--- src/design/l2_l4_header_parser_defines.svh ---
// Assertion macros for the L2-L4 header parser.
// Used by the top level; expects clk and arst_n in scope.
`ifndef L2_L4_HEADER_PARSER_DEFINES_SVH
`define L2_L4_HEADER_PARSER_DEFINES_SVH

// checked only out of reset
`define L2L4_ASSERT(label, prop, msg) \
	label: assert property (@(posedge clk) disable iff (!arst_n) prop) else $error(msg);

// checked at every edge, reset included
`define L2L4_ASSERT_ALWAYS(label, prop, msg) \
	label: assert property (@(posedge clk) prop) else $error(msg);

`endif

--- src/design/l2l4_pkg.sv ---
// Types and constants of the L2-L4 header parser.
// No dependencies; imported by every module of the block.
package l2l4_pkg;

	typedef enum logic [2:0] {
		LAYER_UNPARSED = 3'd0,
		LAYER_ETH      = 3'd1,
		LAYER_VLAN     = 3'd2,
		LAYER_IPV4     = 3'd3,
		LAYER_TCP      = 3'd4,
		LAYER_UDP      = 3'd5,
		LAYER_PAYLOAD  = 3'd6
	} layer_t;

	localparam logic [7:0]  START_RAW_IPV4 = 8'h45;
	localparam logic [7:0]  START_UNPARSED = 8'h60;
	localparam logic [15:0] TYPE_VLAN      = 16'h8100;
	localparam logic [15:0] TYPE_IPV4      = 16'h0800;
	localparam logic [7:0]  PROTO_TCP      = 8'd6;
	localparam logic [7:0]  PROTO_UDP      = 8'd17;

	localparam logic [4:0] ETH_TYPE_HI_IDX  = 5'd12;
	localparam logic [4:0] ETH_LAST_IDX     = 5'd13;
	localparam logic [4:0] VLAN_TYPE_HI_IDX = 5'd2;
	localparam logic [4:0] VLAN_LAST_IDX    = 5'd3;
	localparam logic [4:0] IPV4_PROTO_IDX   = 5'd9;
	localparam logic [4:0] IPV4_LAST_IDX    = 5'd19;
	localparam logic [4:0] TCP_LAST_IDX     = 5'd19;
	localparam logic [4:0] UDP_LAST_IDX     = 5'd7;

	localparam logic [15:0] LEN_MAX = 16'hFFFF;

	typedef struct packed {
		logic eth;
		logic vlan;
		logic ipv4;
		logic tcp;
		logic udp;
	} hdr_flags_t;

	typedef struct packed {
		logic [7:0] data;
		logic       last;
	} in_word_t;

	typedef struct packed {
		layer_t     layer;
		logic [4:0] byte_in_layer;
		logic       end_of_packet;
		hdr_flags_t flags;
		logic [15:0] pkt_len;
	} tag_t;

endpackage

--- src/design/l2l4_in_stage.sv ---
// Input register of the L2-L4 header parser.
// Depends on l2l4_pkg.
module l2l4_in_stage
	import l2l4_pkg::*;
(
	input  logic     clk,
	input  logic     arst_n,
	input  logic     in_valid,
	input  in_word_t in_word,
	output logic     in_ready,
	output logic     out_valid,
	output in_word_t out_word,
	input  logic     out_ready
);

	logic     valid_s1;
	in_word_t word_s1;

	assign in_ready  = !valid_s1 || out_ready;
	assign out_valid = valid_s1;
	assign out_word  = word_s1;

	always_ff @(posedge clk or negedge arst_n) begin
		if (!arst_n) begin
			valid_s1 <= 1'b0;
		end else if (in_ready) begin
			valid_s1 <= in_valid;
		end
	end

	always_ff @(posedge clk) begin
		if (in_ready && in_valid) begin
			word_s1 <= in_word;
		end
	end

endmodule

--- src/design/l2l4_tagger.sv ---
// Per-packet parse state and byte tagging logic.
// Depends on l2l4_pkg; state moves on each advanced word.
module l2l4_tagger
	import l2l4_pkg::*;
(
	input  logic     clk,
	input  logic     arst_n,
	input  logic     advance,
	input  in_word_t word,
	output tag_t     tag
);

	logic [15:0] count_q;
	layer_t      layer_q;
	logic [4:0]  idx_q;
	logic [7:0]  type_hi_q;
	hdr_flags_t  flags_q;

	logic [15:0] count_d;
	layer_t      layer_d;
	logic [4:0]  idx_d;
	logic [7:0]  type_hi_d;
	hdr_flags_t  flags_d;

	layer_t      cur;
	logic [4:0]  idx;
	hdr_flags_t  flags;
	logic [15:0] count_inc;
	logic [15:0] type_word;

	always_comb begin
		cur   = layer_q;
		idx   = idx_q;
		flags = flags_q;
		// first byte decides how the packet starts
		if (count_q == 16'd0) begin
			idx = 5'd0;
			if (word.data == START_RAW_IPV4) begin
				cur        = LAYER_IPV4;
				flags.ipv4 = 1'b1;
			end else if (word.data == START_UNPARSED) begin
				cur = LAYER_UNPARSED;
			end else begin
				cur       = LAYER_ETH;
				flags.eth = 1'b1;
			end
		end

		type_word = {type_hi_q, word.data};
		type_hi_d = type_hi_q;
		layer_d   = cur;
		idx_d     = idx + 5'd1;
		flags_d   = flags;

		case (cur)
			LAYER_ETH: begin
				if (idx == ETH_TYPE_HI_IDX) begin
					type_hi_d = word.data;
				end
				if (idx >= ETH_LAST_IDX) begin
					idx_d = 5'd0;
					if (type_word == TYPE_VLAN) begin
						flags_d.vlan = 1'b1;
						layer_d      = LAYER_VLAN;
					end else if (type_word == TYPE_IPV4) begin
						flags_d.ipv4 = 1'b1;
						layer_d      = LAYER_IPV4;
					end else begin
						layer_d = LAYER_PAYLOAD;
					end
				end
			end
			LAYER_VLAN: begin
				if (idx == VLAN_TYPE_HI_IDX) begin
					type_hi_d = word.data;
				end
				if (idx >= VLAN_LAST_IDX) begin
					idx_d = 5'd0;
					// a stacked tag is not followed further
					if (type_word == TYPE_IPV4) begin
						flags_d.ipv4 = 1'b1;
						layer_d      = LAYER_IPV4;
					end else begin
						layer_d = LAYER_PAYLOAD;
					end
				end
			end
			LAYER_IPV4: begin
				if (idx == IPV4_PROTO_IDX) begin
					if (word.data == PROTO_TCP) begin
						flags_d.tcp = 1'b1;
					end else if (word.data == PROTO_UDP) begin
						flags_d.udp = 1'b1;
					end
				end
				// tcp/udp flags double as the held protocol decision
				if (idx >= IPV4_LAST_IDX) begin
					idx_d = 5'd0;
					if (flags.tcp) begin
						layer_d = LAYER_TCP;
					end else if (flags.udp) begin
						layer_d = LAYER_UDP;
					end else begin
						layer_d = LAYER_PAYLOAD;
					end
				end
			end
			LAYER_TCP: begin
				if (idx >= TCP_LAST_IDX) begin
					idx_d   = 5'd0;
					layer_d = LAYER_PAYLOAD;
				end
			end
			LAYER_UDP: begin
				if (idx >= UDP_LAST_IDX) begin
					idx_d   = 5'd0;
					layer_d = LAYER_PAYLOAD;
				end
			end
			default: begin
				idx_d = 5'd0;
			end
		endcase

		count_inc = (count_q == LEN_MAX) ? count_q : count_q + 16'd1;
		count_d   = count_inc;

		tag.layer         = cur;
		tag.byte_in_layer = (cur == LAYER_UNPARSED || cur == LAYER_PAYLOAD) ? 5'd0 : idx;
		tag.end_of_packet = word.last;
		// on the last byte, flags as they stand after it, before the end-of-packet clear; else zero
		tag.flags         = word.last ? flags_d : '0;
		tag.pkt_len       = word.last ? count_inc : 16'd0;

		if (word.last) begin
			count_d   = 16'd0;
			layer_d   = LAYER_ETH;
			idx_d     = 5'd0;
			type_hi_d = 8'd0;
			flags_d   = '0;
		end
	end

	always_ff @(posedge clk or negedge arst_n) begin
		if (!arst_n) begin
			count_q   <= 16'd0;
			layer_q   <= LAYER_ETH;
			idx_q     <= 5'd0;
			type_hi_q <= 8'd0;
			flags_q   <= '0;
		end else if (advance) begin
			count_q   <= count_d;
			layer_q   <= layer_d;
			idx_q     <= idx_d;
			type_hi_q <= type_hi_d;
			flags_q   <= flags_d;
		end
	end

endmodule

--- src/design/l2_l4_header_parser.sv ---
// Pipeline: a byte passes the input register (word_s1), then the result register (tag_s2), before it leaves.
// Throughput: one byte per cycle while m_tready is high; a low m_tready backs up through
// the result and input registers, and s_tready drops once both hold a word.
// Reset: arst_n clears both valid bits and the per-packet state; the next byte starts a packet.
// Depends on l2l4_pkg, l2l4_in_stage, l2l4_tagger and the defines header.
`include "l2_l4_header_parser_defines.svh"

module l2_l4_header_parser
	import l2l4_pkg::*;
(
	input  logic        clk,
	input  logic        arst_n,
	input  logic        s_tvalid,
	output logic        s_tready,
	input  logic [7:0]  s_tdata,   // [7:0] data_byte
	input  logic        s_tlast,   // last_byte
	output logic        m_tvalid,
	input  logic        m_tready,
	output logic [31:0] m_tdata,   // [2:0] layer, [7:3] byte_in_layer, [8] eth_seen,
	                               // [9] vlan_seen, [10] ipv4_seen, [11] tcp_seen,
	                               // [12] udp_seen, [28:13] pkt_len, [31:29] zero
	output logic        m_tlast    // end_of_packet
);

	in_word_t in_word;
	in_word_t word_s1;
	logic     valid_s1;
	logic     ready_s2;
	logic     advance;
	tag_t     tag;

	logic     valid_s2;
	tag_t     tag_s2;

	assign in_word.data = s_tdata;
	assign in_word.last = s_tlast;

	assign ready_s2 = !valid_s2 || m_tready;
	assign advance  = valid_s1 && ready_s2;

	l2l4_in_stage u_in_stage (
		.clk       (clk),
		.arst_n    (arst_n),
		.in_valid  (s_tvalid),
		.in_word   (in_word),
		.in_ready  (s_tready),
		.out_valid (valid_s1),
		.out_word  (word_s1),
		.out_ready (ready_s2)
	);

	l2l4_tagger u_tagger (
		.clk     (clk),
		.arst_n  (arst_n),
		.advance (advance),
		.word    (word_s1),
		.tag     (tag)
	);

	always_ff @(posedge clk or negedge arst_n) begin
		if (!arst_n) begin
			valid_s2 <= 1'b0;
		end else if (ready_s2) begin
			valid_s2 <= valid_s1;
		end
	end

	always_ff @(posedge clk) begin
		if (advance) begin
			tag_s2 <= tag;
		end
	end

	assign m_tvalid = valid_s2;
	assign m_tlast  = tag_s2.end_of_packet;
	assign m_tdata  = {3'b000, tag_s2.pkt_len,
		tag_s2.flags.udp, tag_s2.flags.tcp, tag_s2.flags.ipv4,
		tag_s2.flags.vlan, tag_s2.flags.eth,
		tag_s2.byte_in_layer, tag_s2.layer};

	`L2L4_ASSERT(a_no_flags_mid_packet,
		valid_s2 && !tag_s2.end_of_packet |-> tag_s2.flags == '0 && tag_s2.pkt_len == 16'd0,
		"flags or length on a word that is not the end of packet")
	`L2L4_ASSERT(a_tcp_udp_exclusive,
		valid_s2 |-> !(tag_s2.flags.tcp && tag_s2.flags.udp),
		"tcp and udp both marked valid")
	`L2L4_ASSERT(a_vlan_needs_eth,
		valid_s2 && tag_s2.flags.vlan |-> tag_s2.flags.eth,
		"vlan marked valid without ethernet")
	`L2L4_ASSERT_ALWAYS(a_index_zero_outside_headers,
		valid_s2 && (tag_s2.layer == LAYER_PAYLOAD || tag_s2.layer == LAYER_UNPARSED)
			|-> tag_s2.byte_in_layer == 5'd0,
		"nonzero index on payload or unparsed word")

endmodule

--- config.mk ---
export PLATFORM = sky130hd
export DESIGN_NAME = l2_l4_header_parser
export DESIGN_NICKNAME = d
export VERILOG_FILES = /design/src/design/l2l4_pkg.sv /design/src/design/l2l4_in_stage.sv /design/src/design/l2l4_tagger.sv /design/src/design/l2_l4_header_parser.sv
export VERILOG_INCLUDE_DIRS = /design/src /design/src/design
export SDC_FILE = /design/constraint.sdc
export NUM_CORES = 1
export LEC_CHECK = 0
export BUFFER_PORTS_ARGS = -buffer_cell sky130_fd_sc_hd__buf_2
export CORE_MARGIN = 3
export CORE_UTILIZATION = 58
export DETAILED_ROUTE_END_ITERATION = 8
export PLACE_DENSITY = 0.82
export SKIP_LAST_GASP = 1
export SLEW_MARGIN = 15
export SYNTH_ARGS = -nofsm -noshare
export SYNTH_HDL_FRONTEND = slang
export SYNTH_SLANG_ARGS = --single-unit
export TNS_END_PERCENT = 5
--- constraint.sdc ---
create_clock -name clk -period 4 [get_ports clk]
set_input_delay 0.6 -clock clk [delete_from_list [all_inputs] [get_ports clk]]
set_output_delay 0.6 -clock clk [all_outputs]
set_load 0.05 [all_outputs]
* Yosys cells after proc, flatten, opt, wreduce, memory -nomap -nowiden
Index checks and enable logic that the tools add are counted.
** Word-level totals
- Register bits :: 78
- Latch bits :: 0
- Bits in writable memories :: 0
- ROM bits :: 0
- Input port bits :: 13
- Output and inout bits :: 35
- Logic and storage cells :: 103
- Memories kept :: 0
** Cells by class
- Add/sub/neg operators :: 2
- $mul :: 0
- Divide/modulo/power cells :: 0
- $lt $le $gt $ge :: 4
- Eq/ne operators :: 18
- Shifts and indexed selects :: 0
- Mux-type cells :: 45
- Bitwise operators :: 0
- Reductions and logical operators :: 12
** Operators by type and width (count)
- 2-to-1 mux 5 bit :: 7
- 2-to-1 mux 3 bit :: 11
- equality test 16 bit (second input constant) :: 2
- 2-to-1 mux 16 bit :: 2
- 2-to-1 mux 8 bit :: 3
- one-hot mux 5 bit (4 select lines) :: 1
- adder 16 x 1 -> 16 bit (second input constant) :: 1
- equality test 16 x 12 -> 1 bit (second input constant) :: 1
- equality test 8 x 7 -> 1 bit (second input constant) :: 2
- logical NOT 16 bit :: 1
- one-hot mux 8 bit (2 select lines) :: 1
- one-hot mux 3 bit (5 select lines) :: 1
- 2-to-1 mux 1 bit :: 14
- equality test 5 x 4 -> 1 bit (second input constant) :: 2
- equality test 3 bit (second input constant) :: 3
- equality test 8 x 3 -> 1 bit (second input constant) :: 1
- equality test 8 x 5 -> 1 bit (second input constant) :: 1
- 2-to-1 mux 2 bit :: 4
- equality test 3 x 2 -> 1 bit (second input constant) :: 2
- inequality test 3 x 2 -> 1 bit (second input constant) :: 2
- adder 5 x 1 -> 5 bit (second input constant) :: 1
- equality test 5 x 2 -> 1 bit (second input constant) :: 1
- >= comparator 5 x 2 -> 1 bit (second input constant) :: 1
- >= comparator 5 x 3 -> 1 bit (second input constant) :: 1
- 11 further kinds :: 15

* Depth between registers and ports, before layout
Gate-level depths: netlist of run 1.
- Word-level depth :: 8
- Gate-level depth with buffers :: 13

* Modules after synthesis
From an unflattened synthesis of run 1, not the netlist that was laid out.
** Second synthesis, totals
- Cell total of the unflattened synthesis :: 405
- Area, all modules :: 4214.0 um^2
** By module, submodules not included
- l2l4_tagger :: times used 1, cells an instance 354, area an instance 2909.0 um^2
- l2_l4_header_parser :: times used 1, cells an instance 38, area an instance 980.9 um^2
- l2l4_in_stage :: times used 1, cells an instance 13, area an instance 324.1 um^2

* Worst setup path after synthesis of run 1
OpenSTA, ideal clock, no wires.
- Path kind :: flip-flop to flip-flop
- Start point :: register u_tagger.count_q[0]
- End point :: register u_tagger.idx_q[0]
- Library setup time :: 0.096 ns
- Arrival time :: 2.704 ns
- Setup slack :: 1.200 ns
- Stages on the path, launching flop included :: 14
- Path buffers :: 1
- Clock period less this slack :: 2.800 ns
- Cells stage by stage :: dfrtp_1 -> inv_1 -> ha_1 -> nor4b_1 -> nand4_1 -> buf_2 -> nand2_1 -> inv_1 -> ha_1 -> o311ai_1 -> nor4b_1 -> a41o_1 -> nor3_1 -> o31ai_1
** On the way
- Longest elaborated chain between the ends :: 6
- Elaborated cells between the ends (all ways) :: 20
- Classes of those cells :: add/sub: 1; order compare: 4; eq/ne: 5; mux: 8; reduce/logical: 2
** RTL lines
- start, declared :: RTL line l2l4_tagger.sv:13 : logic [15:0] count_q;
- start signal, assigned :: RTL line l2l4_tagger.sv:152 : count_q <= count_d;
- logical NOT 16 bit (*) :: RTL line l2l4_tagger.sv:36 : if (count_q == 16'd0) begin
- 2-to-1 mux 5 bit (*) :: RTL line l2l4_tagger.sv:36
- named net u_tagger.idx[0] :: RTL line l2l4_tagger.sv:26 : logic [4:0] idx;
- adder 5 x 1 -> 5 bit, or another cell as far along :: RTL line l2l4_tagger.sv:52 : idx_d = idx + 5'd1;
- 2-to-1 mux 5 bit, on equally long branches
- one-hot mux 5 bit (4 select lines) (*) :: RTL line l2l4_tagger.sv:55 : case (cur)
- 2-to-1 mux 5 bit (*) :: RTL line l2l4_tagger.sv:135 : if (word.last) begin
- end signal, assigned :: RTL line l2l4_tagger.sv:154 : idx_q <= idx_d;
- end, declared :: RTL line l2l4_tagger.sv:15 : logic [4:0] idx_q;
The timed path passes the listed nets; every way through them passes the cells marked *.
A chain may end at the register's enable or synchronous reset.

* Worst setup path after layout of run 1
Ends and elaborated chain as after synthesis.

==> results of run 1 <==
==> sequential cells by signal (all words and copies together), names as in the netlist <==
name	count
m_tvalid	1
u_in_stage.out_word	9
m_tdata	29
u_tagger.idx_q	5
u_tagger.type_hi_q	8
u_tagger.layer_q	3
u_tagger.count_q	16
u_in_stage.out_valid	1
u_tagger.flags_q	2
m_tlast	1
u_tagger.flags	3
==> final cells by class <==
| cell class | instances | area, um2 | area share [%] |
|---|---|---|---|
| Sequential cell | 78 | 2150 | 48.5 |
| Clock buffer | 10 | 128 | 2.88 |
| Inverter | 14 | 52.6 | 1.19 |
| Tap cell | 77 | 96.3 | 2.17 |
| Multi-Input combinational cell | 271 | 1720 | 38.9 |
| Timing Repair Buffer | 47 | 243 | 5.48 |
| Clock inverter | 6 | 38.8 | 0.875 |
==> routing by layer <==
layer / vias up / share of wire (%)
met2: 224 / 44
met3: 24 / 10
met4: 0 / 1.6
met1: 1531 / 44
met5: - / 0
li1: 1520 / -
==> cell families after synthesis <==
kind of cell | Yosys count | synth area share [%]
muxes | 1 | 0.248
adders and majority gates | 4 | 1.24
buffers and inverters | 38 | 4.34
other | 1 | 0.0928
and+or+nand+nor | 147 | 19.7
xor gates and xnor gates | 9 | 1.95
DFF | 78 | 53.2
AOI/OAI and AO/OA | 107 | 19.3
==> layout by cell type, fill, tap and decap left out, types with 4 or more instances in the layout <==
cell type   n
nand2b_1    5
buf_2      44
o21ai_0    17
a31oi_1     4
nand2_1    30
a211oi_1    6
ha_1        4
nand3_1    11
dfrtp_1    38
nor2_1     38
o31ai_1     5
and2_1     11
o21a_1      4
inv_1      12
and3_1      9
edfxtp_1   39
a22o_1     13
nor4_1      7
clkbuf_8    9
xnor2_1     8
nor3_1     11
nor4b_1     5
a21oi_1    23
==> worst max-delay path by stage <==
stage / start / to / slack [ns] / cells past startpoint
3_3_place_gp: u_tagger.count_q[0] / u_tagger.idx_q[0] / 1.03 / 13
3_5_place_dp: u_tagger.count_q[0] / u_tagger.idx_q[0] / 0.93 / 13
5_1_grt: u_tagger.count_q[1] / u_tagger.idx_q[0] / 0.38 / 13
4_1_cts: u_tagger.count_q[0] / u_tagger.idx_q[0] / 0.78 / 13
2_1_floorplan: u_tagger.count_q[0] / u_tagger.idx_q[0] / 1.20 / 13
6_report: u_tagger.count_q[0] / u_tagger.idx_q[0] / 0.70 / 13
==> power groups by stage <==
stage | Combinational [mW] | Clock (mW) | Sequential, mW
final | 0.487 | 0.515 | 0.993
after global routing | 0.528 | 0.555 | 1.00
after CTS | 0.480 | 0.515 | 0.990
after detailed placement | 0.475 | 0 | 1.01
after global placement | 0.466 | 0 | 1.00
after floorplan | 0.315 | 0 | 1.06
==> per-stage QoR <==
| stage | util [%] | total power, mW | hold slack (ns) |
|---|---|---|---|
| global route | 67.8 | 2.09 | 0.413 |
| detailed placement | 65.3 | 1.48 | 0.514 |
| global placement | 65.3 | 1.47 | 0.491 |
| finish | 67.8 | 2.00 | 0.378 |
| CTS | 67.8 | 1.98 | 0.410 |
| floorplan | - | 1.37 | 0.304 |
==> worst max-delay path: stages, from the launching register on <==
cell      delay (ns)
dfrtp_1         0.46
inv_1           0.09
ha_1            0.13
nor4b_1         0.30
nand4_1         0.15
buf_4           0.21
nand2_1         0.10
inv_1           0.06
ha_1            0.23
o311ai_1        0.40
nor4b_1         0.48
a41o_1          0.26
nor3_1          0.09
o31ai_1         0.25
==> flow_summary.yaml, run 1 <==
sta:
  tns_ns: 0
  period_share_pct: 82.5
  slew_viol_final: 0
  hold_violations: 0
  finalWorstSetupSlack_ns: 0.702
  fin_worst_skew_ns: 0.0118
  setup_viol: 0
  min_period_ns: 3.30
  fmax_ghz: 0.303
  max-slew-margin-rel_pct: 39.3
  rsz0062_at_grt: "false"
  tightest_slew_ns: 0.910
job:
  maxCapViolCount: 0
power:
  p_switching_mw: 0.705
  switching_share_pct: 35.3
  p_clk_share_pct: 25.8
  power.density_mw_per_mm2: 450
  p_comb_share_pct: 24.4
  p_int_mw: 1.29
  ir_worst_vdd_v: 0.000293
  p_leak_nw: 1.82
  p_seq_share_pct: 49.7
worst_setup_path:
  critPathKind: "reg -> reg"
  r2r_cells: 13
  required_ns: 4.26
  timing.rr.end: "u_tagger.idx_q[0]"
  rr_startpoint: "u_tagger.count_q[0]"
  crit_path_end_kind: "flop"
  worst_setup_path_start_kind: "flop"
  r2r_slack_ns: 0.70
  worstPathArrival_ns: 3.56
  path_max_fanout: 14
global_routing:
  grt-ovfl-total: 0
  antenna_found_initial: 0
  busiest_layer: "met1"
  met3_usage_pct: 5.71
  grtUsageTotal_pct: 24.3
  grt_pass1_vias: 3034
  grt_max_degree: 52
  met2_usage_pct: 34.4
  grtUsageMet1_pct: 36.3
  grt_pass1_wl_um: 14800
yosys:
  postSynthAreaPerCell_um2: 10.5
  synth_area_leaders: "edfxtp_1 (29%), dfrtp_1 (24%), nor2_1 (3.5%), a21oi_1 (2.8%), a22o_1 (2.8%)"
  synth_edf_count: 39
  yosysMostFrequentCell: "edfxtp_1"
  ys_ff_latch: 78
  async_flop_share_pct: 50.0
  yosysSeqAreaShare_pct: 53.2
  yosysTopAreaCellShare_pct: 29.0
  synth_cell_types: 65
  synth_top_cells_by_count: "edfxtp_1 (39), dfrtp_1 (38), nor2_1 (38)"
  synth_area_mm2: 0.00404
  synth_top_area_cell: "edfxtp_1"
  syn_inst: 385
  yosysWarnings: 0
  synthFlopType: "edfxtp_1"
floorplan:
  die_w_um: 89.5
  core_mm2: 0.00653
  rows: 29
  die_h_um: 89.5
  initial_utilization_pct: 61.9
  dieArea_mm2: 0.00800
  ios: 48
detailed_routing:
  first_iter_violations: 497
  vias: 3299
  antenna_left: 0
  drt_first_pass_iters: 5
  drt_wl_total_um: 8950
  vias_per_cell: 6.56
  wl_per_cell_um: 17.8
  drc: 0
clock_tree:
  postCtsSetupBuffers: 0
  clock_latency_ns: 0.35
  cts_tree: "yes"
  ctsHoldBuffers: 0
  cts_root_buf: "clkbuf_8"
  numCtsBuffers: 9
  cts_sinks: 78
  clockBufferDepth: 2
  cts.htree.levels: 3
  clkTransAtPathRegs_ns: 0.08
  ctsResizeCount: 0
layout:
  area_growth_syn_to_layout_pct: 9.66
  fill_cells: 479
  fin_area_mm2: 0.00443
  layout.cells.non_filler: 503
  antennaDiodeCount: 0
  fin_nets: 438
  drive_gt1_share_pct: 16.9
worst_hold_path:
  min_path_type: "in -> async"
outcome:
  status: "finished, final reports clean"
place:
  dp_hpwl_um: 6010
  pre_cts_slack_ns: 0.929
  io_buffers: 44
  place.gp.congestion: 0.941
  place_area_mm2: 0.00426
  dp.cells: 487
No activity file was read; power rests on OpenSTA's default activity.
==> inputs of run 2 (changes only) <==
--- a/config.mk
+++ b/config.mk
@@ -8,9 +8,9 @@
 export LEC_CHECK = 0
 export BUFFER_PORTS_ARGS = -buffer_cell sky130_fd_sc_hd__buf_2
 export CORE_MARGIN = 3
-export CORE_UTILIZATION = 58
+export CORE_UTILIZATION = 53
 export DETAILED_ROUTE_END_ITERATION = 8
-export PLACE_DENSITY = 0.82
+export PLACE_DENSITY = 0.8
 export SKIP_LAST_GASP = 1
 export SLEW_MARGIN = 15
 export SYNTH_ARGS = -nofsm -noshare
==> constraint.sdc (replaced) <==
create_clock -name clk -period 3 [get_ports clk]
set_input_delay 0.45 -clock clk [delete_from_list [all_inputs] [get_ports clk]]
set_output_delay 0.45 -clock clk [all_outputs]
set_load 0.05 [all_outputs]
==> run 2 against run 1 <==
Compared with the run above: first-iteration DRC count shrank 20%; largest power group unchanged; cell area grew 3.7%; combinational power grew 51%; sequential share of layout area shrank 1.7 points; total power grew 41%.
==> flow_summary.yaml, run 2 (same netlist as run 1, synthesis figures left out) <==
detailed_routing:
  antenna_left: 0
  wl_per_cell_um: 17.9
  drt_first_pass_iters: 5
  vias: 3378
  drc: 0
  first_iter_violations: 398
  vias_per_cell: 6.30
  drt_wl_total_um: 9590
clock_tree:
  clock_latency_ns: 0.36
  clockBufferDepth: 2
  postCtsSetupBuffers: 0
  cts.htree.levels: 3
  ctsHoldBuffers: 0
  cts_root_buf: "clkbuf_8"
  numCtsBuffers: 9
  cts_tree: "yes"
  cts_sinks: 78
  ctsResizeCount: 1
  clkTransAtPathRegs_ns: 0.09
worst_setup_path:
  worst_setup_path_start_kind: "flop"
  critical-path-top-delay-family: "compound AO/OA/AOI/OAI gates"
  cp_slowest_cell: "dfrtp_1"
  required_ns: 3.12
  crit_path_end_kind: "flop"
  path_max_fanout: 8
  critPathKind: "reg -> reg"
  crit_buf_inv: 1
  worstPathArrival_ns: 2.88
  crit_chain: "nor4_1 -> nand4_1 -> nand2_1 -> inv_1 -> ha_1 -> o311ai_2 -> a211oi_1 -> a21oi_1 -> o21ai_0 -> o21a_1"
  slowest_delay_ns: 0.47
global_routing:
  grt_max_degree: 40
  grtUsageTotal_pct: 23.3
  antenna_found_initial: 0
  grt_pass1_wl_um: 15700
  grt-ovfl-total: 0
  grt_pass1_vias: 3095
sta:
  period_share_pct: 92.1
  rsz0062_at_grt: "false"
  slew_viol_final: 0
  hold_violations: 0
  setup_viol: 0
  tns_ns: 0
  max-slew-margin-rel_pct: 38.4
  finalWorstSetupSlack_ns: 0.238
  fmax_ghz: 0.362
  min_period_ns: 2.76
  fin_worst_skew_ns: 0.0135
  tightest_slew_ns: 0.924
outcome:
  status: "finished, final reports clean"
layout:
  largest_reg_flops: 29
  drive_gt1_share_pct: 19.7
  antennaDiodeCount: 0
  layout.cells.non_filler: 536
  final_cell_mix: "buf_2 (44), edfxtp_1 (39), nor2_1 (38), dfrtp_1 (38), nand2_1 (30)"
  area_growth_syn_to_layout_pct: 13.7
  final_common_cell: "buf_2"
  fill_cells: 593
  utilization_pct: 62.7
  fin_nets: 449
job:
  maxCapViolCount: 0
floorplan:
  die_w_um: 93.3
  initial_utilization_pct: 55.1
  die_h_um: 93.3
  ios: 48
  rows: 31
  dieArea_mm2: 0.00871
  core_mm2: 0.00733
place:
  dp.cells: 520
  io_buffers: 44
  place.gp.congestion: 0.864
  pre_cts_slack_ns: 0.0532
  dp_hpwl_um: 6530
power:
  ir_worst_vdd_v: 0.000481
  power.density_mw_per_mm2: 615
  p_leak_nw: 1.89
  report.power.total_mw: 2.82
worst_hold_path:
  min_path_type: "in -> async"
==> run 2: cell types whose count changed in the layout (fill, tap and decap cells not counted) <==
cell | previous run | this run
nor4b_4 | 0 | 1
o311ai_1 | 1 | 0
clkinv_4 | 1 | 0
nor4b_1 | 5 | 3
buf_4 | 3 | 14
bufinv_16 | 0 | 1
clkinvlp_4 | 2 | 3
o311ai_2 | 0 | 1
clkinv_2 | 3 | 2
nor4b_2 | 0 | 1
==> run 2: worst paths after layout <==
path | to | cells after the start | start | slack, ns
worst max-delay path | m_tdata[10] | 10 | u_tagger.count_q[9] | 0.24
worst max register to register | m_tdata[10] | 10 | u_tagger.count_q[9] | 0.24
max in group asynchronous | u_tagger.flags[1] | 1 | arst_n | 2.19
worst min register to register | u_tagger.flags_q[4] | 2 | u_tagger.flags_q[4] | 0.51
min in group clk | u_in_stage.out_word[3] | 1 | s_tdata[2] | 0.26
worst min-delay path | u_tagger.count_q[7] | 1 | arst_n | 0.21
==> run 2: layout make-up <==
type	count	area [um2]	share of cell area, %
clock inverters	6	62.6	1.36
clock buffers	10	128	2.78
repair buffers	58	325	7.08
inverters	14	52.6	1.14
flip-flops and latches	78	2150	46.8
well taps	99	124	2.70
multi-input cells	271	1750	38.2
==> run 2: routing by layer <==
metal  up-vias  part of all wire, %  GRT usage (%)
met1      1627                   44           34.7
met5         -                    0              0
met2       196                   46           33.9
met4         0                  1.8           9.52
li1       1540                    -              -
met3        15                  7.8           3.78
==> run 2: power breakdown <==
group	switching, mW	total, mW	internal (mW)
logic	0.485	0.734	0.249
clock network	0.397	0.778	0.381
registers	0.0915	1.31	1.22
total	0.973	2.82	1.85
==> run 2: metrics by stage <==
step,hold slack (ns),instance area (um2)
2_1_floorplan,0.154,4050
3_3_place_gp,0.494,4370
3_5_place_dp,0.498,4370
4_1_cts,0.254,4570
5_1_grt,0.255,4590
6_report,0.214,4590
==> run 2: worst register-to-register path: stages (launching register included) <==
cell	delay [ns]
dfrtp_1	0.47
nor4_1	0.36
nand4_1	0.19
nand2_1	0.13
inv_1	0.07
ha_1	0.22
o311ai_2	0.31
a211oi_1	0.17
a21oi_1	0.21
o21ai_0	0.19
o21a_1	0.21
